$ cat src/rtl/core/rhc_pkg.sv
`timescale 1ns / 1ps
package rhc_pkg;

   localparam int NumLanes = 3;
   localparam int QuoW     = 8;
   localparam int RemW     = 24;
   localparam int DenW     = 16;
   localparam int ChanW    = 8;

   localparam logic DirToHsv = 1'b0;
   localparam logic DirToRgb = 1'b1;

   localparam logic [DenW-1:0] Den255   = 16'd255;
   localparam logic [DenW-1:0] Den65025 = 16'd65025;
   localparam logic [2:0]      SectorSix = 3'd6;

   typedef logic [NumLanes-1:0][RemW-1:0] rem_vec_type;
   typedef logic [NumLanes-1:0][DenW-1:0] den_vec_type;
   typedef logic [NumLanes-1:0][QuoW-1:0] quo_vec_type;

   typedef struct packed {
      logic             dir;
      logic             zero;
      logic [ChanW-1:0] v;
      logic [2:0]       sector;
      logic [ChanW-1:0] alpha;
   } meta_type;

endpackage

$ cat src/rtl/core/rgb_hsv_color_convert.sv
`timescale 1ns / 1ps
// channel   | dir | handshake        | payload
// req       | in  | tvalid / tready  | tdata: red_or_hue, green_or_saturation, blue_or_value, alpha_in
// rsp       | out | tvalid / tready  | tdata: out_first, out_second, out_third, alpha_out
// csr       | in  | apb psel/penable | direction at byte address 0
// one pixel per clock, except while a result waits at the output
// stages: input, min/max and sector, products, second products, 8 divider steps, output
// the quotients come from a pipelined restoring divider, one quotient bit per stage
// reset clears the valid bits and the direction register
// the whole pipeline holds while a result waits at the output; nothing is dropped
module rgb_hsv_color_convert (
   input  logic        clock,
   input  logic        reset,
   input  logic        req_tvalid,
   output logic        req_tready,
   input  logic [31:0] req_tdata,   // red_or_hue, green_or_saturation, blue_or_value, alpha_in
   output logic        rsp_tvalid,
   input  logic        rsp_tready,
   output logic [31:0] rsp_tdata,   // out_first, out_second, out_third, alpha_out
   input  logic        csr_psel,
   input  logic        csr_penable,
   input  logic        csr_pwrite,
   input  logic [1:0]  csr_paddr,
   input  logic [31:0] csr_pwdata,
   output logic [31:0] csr_prdata,
   output logic        csr_pready
);
   import rhc_pkg::*;

   logic dir_ff;
   logic en;

   logic             s1_valid_ff;
   logic             s1_dir_ff;
   logic [ChanW-1:0] s1_c0_ff, s1_c1_ff, s1_c2_ff, s1_a_ff;

   logic             s2_valid_ff;
   meta_type         s2_meta_ff, s2_meta_in;
   logic [10:0]      s2_n_ff, s2_n_in;
   logic [ChanW-1:0] s2_d_ff, s2_d_in, s2_mx_ff, s2_mx_in;
   logic [ChanW-1:0] s2_s_ff, s2_f_ff, s2_f_in;

   logic             s3_valid_ff;
   meta_type         s3_meta_ff;
   rem_vec_type      s3_num_ff, s3_num_in;
   den_vec_type      s3_den_ff, s3_den_in;

   logic             dv_valid_ff [0:QuoW];
   meta_type         dv_meta_ff  [0:QuoW];
   rem_vec_type      dv_rem_ff   [0:QuoW];
   den_vec_type      dv_den_ff   [0:QuoW];
   quo_vec_type      dv_quo_ff   [0:QuoW];
   rem_vec_type      dv_rem_in   [0:QuoW-1];
   quo_vec_type      dv_quo_in   [0:QuoW-1];
   rem_vec_type      dv0_num_in;

   logic             rsp_valid_ff;
   logic             rsp_dir_ff;
   logic [31:0]      rsp_data_ff, rsp_data_in;

   assign en         = !rsp_valid_ff || rsp_tready;
   assign req_tready = en;
   assign rsp_tvalid = rsp_valid_ff;
   assign rsp_tdata  = rsp_data_ff;
   assign csr_pready = 1'b1;
   assign csr_prdata = {31'b0, dir_ff};

   always_ff @(posedge clock) begin
      if (reset) begin
         dir_ff <= DirToHsv;
      end else if (csr_psel && csr_penable && csr_pwrite) begin
         dir_ff <= csr_pwdata[0];
      end
   end

   // input stage
   always_ff @(posedge clock) begin
      if (reset) begin
         s1_valid_ff <= 1'b0;
      end else if (en) begin
         s1_valid_ff <= req_tvalid;
      end
   end

   always_ff @(posedge clock) begin
      if (en) begin
         s1_dir_ff <= dir_ff;
         s1_c0_ff  <= req_tdata[7:0];
         s1_c1_ff  <= req_tdata[15:8];
         s1_c2_ff  <= req_tdata[23:16];
         s1_a_ff   <= req_tdata[31:24];
      end
   end

   // min/max, hue numerator, hsv sector
   always_comb begin
      logic [ChanW-1:0] mx, mn, d;
      logic [10:0]      h6;
      logic [2:0]       sec;
      mx = s1_c0_ff;
      mn = s1_c0_ff;
      if (s1_c1_ff > mx) mx = s1_c1_ff;
      if (s1_c2_ff > mx) mx = s1_c2_ff;
      if (s1_c1_ff < mn) mn = s1_c1_ff;
      if (s1_c2_ff < mn) mn = s1_c2_ff;
      d = mx - mn;
      if (s1_c0_ff == mx) begin
         if (s1_c1_ff >= s1_c2_ff) begin
            s2_n_in = {3'b0, s1_c1_ff - s1_c2_ff};
         end else begin
            s2_n_in = 11'(6 * d) - {3'b0, s1_c2_ff - s1_c1_ff};
         end
      end else if (s1_c1_ff == mx) begin
         s2_n_in = 11'(2 * d) + {3'b0, s1_c2_ff} - {3'b0, s1_c0_ff};
      end else begin
         s2_n_in = 11'(4 * d) + {3'b0, s1_c0_ff} - {3'b0, s1_c1_ff};
      end
      h6  = {1'b0, s1_c0_ff, 2'b0} + {2'b0, s1_c0_ff, 1'b0};
      sec = 3'd0;
      for (int i = 1; i <= 6; i++) begin
         if (h6 >= 11'(i * 255)) sec = 3'(i);
      end
      s2_f_in  = 8'(h6 - 11'(sec) * 11'd255);
      s2_d_in  = d;
      s2_mx_in = mx;
      s2_meta_in.dir    = s1_dir_ff;
      s2_meta_in.zero   = (s1_dir_ff == DirToHsv) ? (d == '0) : (s1_c1_ff == '0);
      s2_meta_in.v      = (s1_dir_ff == DirToHsv) ? mx : s1_c2_ff;
      s2_meta_in.sector = sec;
      s2_meta_in.alpha  = s1_a_ff;
   end

   always_ff @(posedge clock) begin
      if (reset) begin
         s2_valid_ff <= 1'b0;
      end else if (en) begin
         s2_valid_ff <= s1_valid_ff;
      end
   end

   always_ff @(posedge clock) begin
      if (en) begin
         s2_meta_ff <= s2_meta_in;
         s2_n_ff    <= s2_n_in;
         s2_d_ff    <= s2_d_in;
         s2_mx_ff   <= s2_mx_in;
         s2_s_ff    <= s1_c1_ff;
         s2_f_ff    <= s2_f_in;
      end
   end

   // first products
   always_comb begin
      if (s2_meta_ff.dir == DirToHsv) begin
         s3_num_in[0] = RemW'({s2_n_ff, 8'b0} - {8'b0, s2_n_ff});
         s3_den_in[0] = DenW'(6 * s2_d_ff);
         s3_num_in[1] = RemW'({s2_d_ff, 8'b0} - {8'b0, s2_d_ff});
         s3_den_in[1] = DenW'(s2_mx_ff);
         s3_num_in[2] = '0;
         s3_den_in[2] = DenW'(1);
      end else begin
         s3_num_in[0] = RemW'(s2_meta_ff.v) * RemW'(8'd255 - s2_s_ff);
         s3_den_in[0] = Den255;
         s3_num_in[1] = RemW'(s2_s_ff) * RemW'(s2_f_ff);
         s3_den_in[1] = Den65025;
         s3_num_in[2] = RemW'(s2_s_ff) * RemW'(8'd255 - s2_f_ff);
         s3_den_in[2] = Den65025;
      end
   end

   always_ff @(posedge clock) begin
      if (reset) begin
         s3_valid_ff <= 1'b0;
      end else if (en) begin
         s3_valid_ff <= s2_valid_ff;
      end
   end

   always_ff @(posedge clock) begin
      if (en) begin
         s3_meta_ff <= s2_meta_ff;
         s3_num_ff  <= s3_num_in;
         s3_den_ff  <= s3_den_in;
      end
   end

   // second products for q and t
   always_comb begin
      dv0_num_in = s3_num_ff;
      if (s3_meta_ff.dir == DirToRgb) begin
         for (int l = 1; l < NumLanes; l++) begin
            dv0_num_in[l] = RemW'(s3_meta_ff.v)
                          * RemW'(Den65025 - s3_num_ff[l][DenW-1:0]);
         end
      end
   end

   // restoring divider, one quotient bit per stage
   always_comb begin
      for (int k = 0; k < QuoW; k++) begin
         for (int l = 0; l < NumLanes; l++) begin
            logic [RemW:0] sub;
            sub = {1'b0, dv_rem_ff[k][l]}
                - ({{(RemW+1-DenW){1'b0}}, dv_den_ff[k][l]} << (QuoW - 1 - k));
            if (!sub[RemW]) begin
               dv_rem_in[k][l] = sub[RemW-1:0];
               dv_quo_in[k][l] = {dv_quo_ff[k][l][QuoW-2:0], 1'b1};
            end else begin
               dv_rem_in[k][l] = dv_rem_ff[k][l];
               dv_quo_in[k][l] = {dv_quo_ff[k][l][QuoW-2:0], 1'b0};
            end
         end
      end
   end

   always_ff @(posedge clock) begin
      if (reset) begin
         for (int k = 0; k <= QuoW; k++) dv_valid_ff[k] <= 1'b0;
      end else if (en) begin
         dv_valid_ff[0] <= s3_valid_ff;
         for (int k = 0; k < QuoW; k++) dv_valid_ff[k+1] <= dv_valid_ff[k];
      end
   end

   always_ff @(posedge clock) begin
      if (en) begin
         dv_meta_ff[0] <= s3_meta_ff;
         dv_rem_ff[0]  <= dv0_num_in;
         dv_den_ff[0]  <= s3_den_ff;
         dv_quo_ff[0]  <= '0;
         for (int k = 0; k < QuoW; k++) begin
            dv_meta_ff[k+1] <= dv_meta_ff[k];
            dv_rem_ff[k+1]  <= dv_rem_in[k];
            dv_den_ff[k+1]  <= dv_den_ff[k];
            dv_quo_ff[k+1]  <= dv_quo_in[k];
         end
      end
   end

   // output select
   always_comb begin
      meta_type         m;
      logic [ChanW-1:0] p, q, t, o0, o1, o2, oa;
      m  = dv_meta_ff[QuoW];
      p  = dv_quo_ff[QuoW][0];
      q  = dv_quo_ff[QuoW][1];
      t  = dv_quo_ff[QuoW][2];
      oa = m.alpha;
      if (m.dir == DirToHsv) begin
         o0 = m.zero ? '0 : p;
         o1 = m.zero ? '0 : q;
         o2 = m.v;
      end else if (m.zero) begin
         o0 = m.v;
         o1 = m.v;
         o2 = m.v;
      end else begin
         case (m.sector)
            3'd0: begin o0 = m.v; o1 = t;   o2 = p;   end
            3'd1: begin o0 = q;   o1 = m.v; o2 = p;   end
            3'd2: begin o0 = p;   o1 = m.v; o2 = t;   end
            3'd3: begin o0 = p;   o1 = q;   o2 = m.v; end
            3'd4: begin o0 = t;   o1 = p;   o2 = m.v; end
            3'd5: begin o0 = m.v; o1 = p;   o2 = q;   end
            default: begin o0 = '0; o1 = '0; o2 = '0; oa = '0; end
         endcase
      end
      rsp_data_in = {oa, o2, o1, o0};
   end

   always_ff @(posedge clock) begin
      if (reset) begin
         rsp_valid_ff <= 1'b0;
      end else if (en) begin
         rsp_valid_ff <= dv_valid_ff[QuoW];
      end
   end

   always_ff @(posedge clock) begin
      if (en) begin
         rsp_data_ff <= rsp_data_in;
         rsp_dir_ff  <= dv_meta_ff[QuoW].dir;
      end
   end

   a_ready_tracks_output: assert property (@(posedge clock) disable iff (reset)
      req_tready == (!rsp_tvalid || rsp_tready))
      else $error("request ready does not follow output stall");

   a_hue_below_full_turn: assert property (@(posedge clock) disable iff (reset)
      rsp_tvalid && rsp_dir_ff == DirToHsv |-> rsp_tdata[7:0] != 8'd255)
      else $error("hue reached a full turn");

   a_divider_remainder: assert property (@(posedge clock) disable iff (reset)
      dv_valid_ff[QuoW] && !dv_meta_ff[QuoW].zero |->
         dv_rem_ff[QuoW][0] < RemW'(dv_den_ff[QuoW][0])
         && dv_rem_ff[QuoW][1] < RemW'(dv_den_ff[QuoW][1]))
      else $error("divider remainder not below divisor");

   a_csr_write_lands: assert property (@(posedge clock) disable iff (reset)
      csr_psel && csr_penable && csr_pwrite |=> csr_prdata[0] == $past(csr_pwdata[0]))
      else $error("direction write lost");

endmodule

$ cat config.mk
export PLATFORM = sky130hd
export DESIGN_NAME = rgb_hsv_color_convert
export DESIGN_NICKNAME = d
export VERILOG_FILES = /design/src/rtl/core/rhc_pkg.sv /design/src/rtl/core/rgb_hsv_color_convert.sv
export SDC_FILE = /design/constraint.sdc
export NUM_CORES = 2
export LEC_CHECK = 0
export BUFFER_PORTS_ARGS = -buffer_cell sky130_fd_sc_hd__buf_2
export CORE_ASPECT_RATIO = 1.25
export CORE_UTILIZATION = 30
export DETAILED_ROUTE_END_ITERATION = 6
export PLACE_DENSITY_LB_ADDON = 0.25
export SYNTH_ARGS = -nofsm -noshare
export SYNTH_HDL_FRONTEND = slang
export SYNTH_SLANG_ARGS = --single-unit
$ cat constraint.sdc
create_clock -name clock -period 34.3 [get_ports clock]
set_input_delay 3.43 -clock clock [delete_from_list [all_inputs] [get_ports clock]]
set_output_delay 3.43 -clock clock [all_outputs]
set_load 0.05 [all_outputs]
==> metrics <==
sequential area share after synthesis 0.4803; Clock Path Buffers 3; share of synthesized registers carrying an async set or reset 0; Routed WL 149500 um; Slew @ Worst Pin 1.181 ns; CP max stage cell edfxtp_1; yosys warns 0; status finished, final reports clean; fmax 0.1028 GHz; initial antenna violation count 6; CTS tree built; post-route ant nets 0; Worst Path Arrival 10.25 ns; slew margin rel. 0.2126; IO Port Bufs 74; area of the multi-input gates 0.03630 mm^2; synthesized area per cell 11.27 um^2; later-pin clock latency in the skew report 0.80 ns; first-pass GRT wire length 246000 um; clock slew at reported path FFs 0.06 ns; Final Wtd Congestion 0.8143; Synth Area in Adders 0.1895; Top FF cell, synth edfxtp_1; largest net degree at the start of global routing 208; postcts setup bufs 0; total CTS buffers 146; Crit Path Category reg2reg; drt drc 0; placed insts 10.23k; setup TNS 0 ns; most frequent CP cell ha_1; vias in the first global route 48.97k; CP Data Required Time 34.82 ns; mux cell area share after synthesis 0.009001; IO Pins 140; H-tree levels 4; maxcap violations 0; Synth Register Bits 1249; clk sinks 1249; Core ar. 0.2576 mm^2; CP max stage delay 0.70 ns; mapped cell area 0.07798 mm^2; Sequential Area 0.03746 mm^2; Overflow after GRT 0; Slew Viols, Final 0; DIE HEIGHT 572.0 um; Synth Area in XOR/XNOR 0.04972; Synth Area in Compound Gates 0.09644; Post-Syn Instances 6918; WL/cell 14.25 um; Setup-failing EPs final 0; most frequent cells in the layout edfxtp_1 (1244), inv_1 (924), ha_1 (609); crit share post-route 0.2836; Synth area leader edfxtp_1; top cell type's share of synthesized area 0.4790; Die ar. 0.2620 mm^2; Hold Violations, Final 0; Starting Density 0.3027; Worst Path Max Fanout 15; top post-synthesis cells by area edfxtp_1 (48%), ha_1 (9.8%), fa_1 (9.2%), inv_1 (4.5%), xnor2_1 (3.0%); post-synth cell types 99; Hold Crit Class reg2reg; DR pass1 iterations 7; Final min period 9.726 ns; DR vias/cell 4.517; simple-gate share of the synthesized area 0.1189; Core Rows 208; share of layout cells above drive strength 1 0.06225; largest family of logic cells by synthesized area adder cells; type of origin of the critical path register; Total GRT Usage 0.1149; Worst Skew 0.04951 ns; CTS Hold Bufs 0; fin nets 8060; commonest non-fill, non-tap cell in the layout edfxtp_1; RSZ-0062 raised after global routing false; # fillers 25.55k; Starting DRT DRC Count 2288; Worst setup EP type register; DP HPWL 111700 um; Non-Filler Instances 10.49k; via count 47.40k; Post-synth EDFFs 1244; die width 458.0 um; P&R area growth vs syn 11.59%; cts repair resizes 0; Root Buffer clkbuf_16
[Yosys cell counts (27+ instances only)]
cell	n
and2_1	226
nor2b_1	168
buf_4	34
inv_1	925
nor4_1	47
a21o_1	135
nor2_1	402
fa_1	357
mux2_2	37
nand3_1	82
mux2i_1	27
a21oi_1	422
a21boi_0	62
xnor2_1	271
edfxtp_1	1244
nand2b_1	170
and3_1	42
o21a_1	35
nand2_1	473
nor3_1	105
or3_1	40
o21bai_1	39
xor2_1	163
clkbuf_1	145
o21ai_0	304
ha_1	609
o31ai_1	67
[worst max-delay path: cells and delay by family, from the launching register on]
family / cells / cell delay (ns)
flip-flops: 1 / 0.70
multiplexers: 3 / 1.03
XOR/XNOR: 1 / 0.55
AO/OA/AOI/OAI: 14 / 3.08
adder cells (fa/ha/maj): 5 / 1.74
AND/OR/NAND/NOR: 9 / 1.78
buffers and inverters: 4 / 0.55
[final timing paths]
| kind | end | cells past startpoint | start | slack, ns |
|---|---|---|---|---|
| min reg2reg | dv_meta_ff[0][50]$_DFFE_PP_ | 0 | dv_meta_ff[0][29]$_DFFE_PP_ | 0.39 |
| min | dv_meta_ff[0][50]$_DFFE_PP_ | 0 | dv_meta_ff[0][29]$_DFFE_PP_ | 0.39 |
| max | s2_n_ff[10]$_DFFE_PP_ | 36 | s1_c0_ff[1]$_DFFE_PP_ | 24.57 |
| max reg2reg | s2_n_ff[10]$_DFFE_PP_ | 36 | s1_c0_ff[1]$_DFFE_PP_ | 24.57 |
[layout make-up]
type	count	share of cell area
inverter	931	0.04024
antenna	1	0.00002876
sequential	1249	0.4304
tap	3360	0.04831
multi-input combinational	4572	0.4171
clock buffer	161	0.04336
timing repair buffer	121	0.008742
clock inverter	99	0.01175
[sequential cells by signal, indices dropped and copies added, names as in the netlist, 7 cells and up]
register / flops
dv_rem_ff: 572
dv_meta_ff: 189
dv_den_ff: 144
dv_quo_ff: 108
s3_num_ff: 35
rsp_tdata: 32
s2_meta_ff: 21
dv0_num_in: 20
s3_meta_ff: 20
s3_den_ff: 19
s2_n_ff: 11
dv_valid_ff: 9
s1_a_ff: 8
s1_c0_ff: 8
s1_c1_ff: 8
s1_c2_ff: 8
s2_d_ff: 8
s2_mx_ff: 8
s2_s_ff: 8
s2_f_ff: 7
[routing by layer]
| layer | GRT usage | vias to the layer above | part of all wire |
|---|---|---|---|
| met3 | 0.01780 | 220 | 0.033 |
| met4 | 0.03903 | 0 | 0.027 |
| met5 | 0 | - | 0 |
| met2 | 0.2104 | 590 | 0.51 |
| li1 | - | 23911 | - |
| met1 | 0.1354 | 22679 | 0.43 |
[per-stage QoR]
| step | hold WS [ns] | area (um^2) | util | setup slack [ns] |
|---|---|---|---|---|
| 2_1_floorplan | 0.4003 | 78100 | - | 3.276 |
| 3_3_place_gp | 0.4026 | 82220 | 0.3191 | 24.70 |
| 3_5_place_dp | 0.4045 | 82220 | 0.3191 | 24.60 |
| 4_1_cts | 0.3902 | 87020 | 0.3377 | 24.54 |
| 5_1_grt | 0.4015 | 87020 | 0.3378 | 23.96 |
| 6_report | 0.3894 | 87020 | 0.3378 | 24.57 |
[logic make-up after synthesis]
kind of cell / count (synthesis)
AND/OR/NAND/NOR: 1846
flip-flops: 1249
AO/OA/AOI/OAI: 1223
buffers and inverters: 1128
adder cells (fa/ha/maj): 967
XOR/XNOR: 438
multiplexers: 65
other: 2
Power is left out: the tool's default activity adds up to more than one toggle a clock period on the data nets, which glitch-free logic cannot reach.
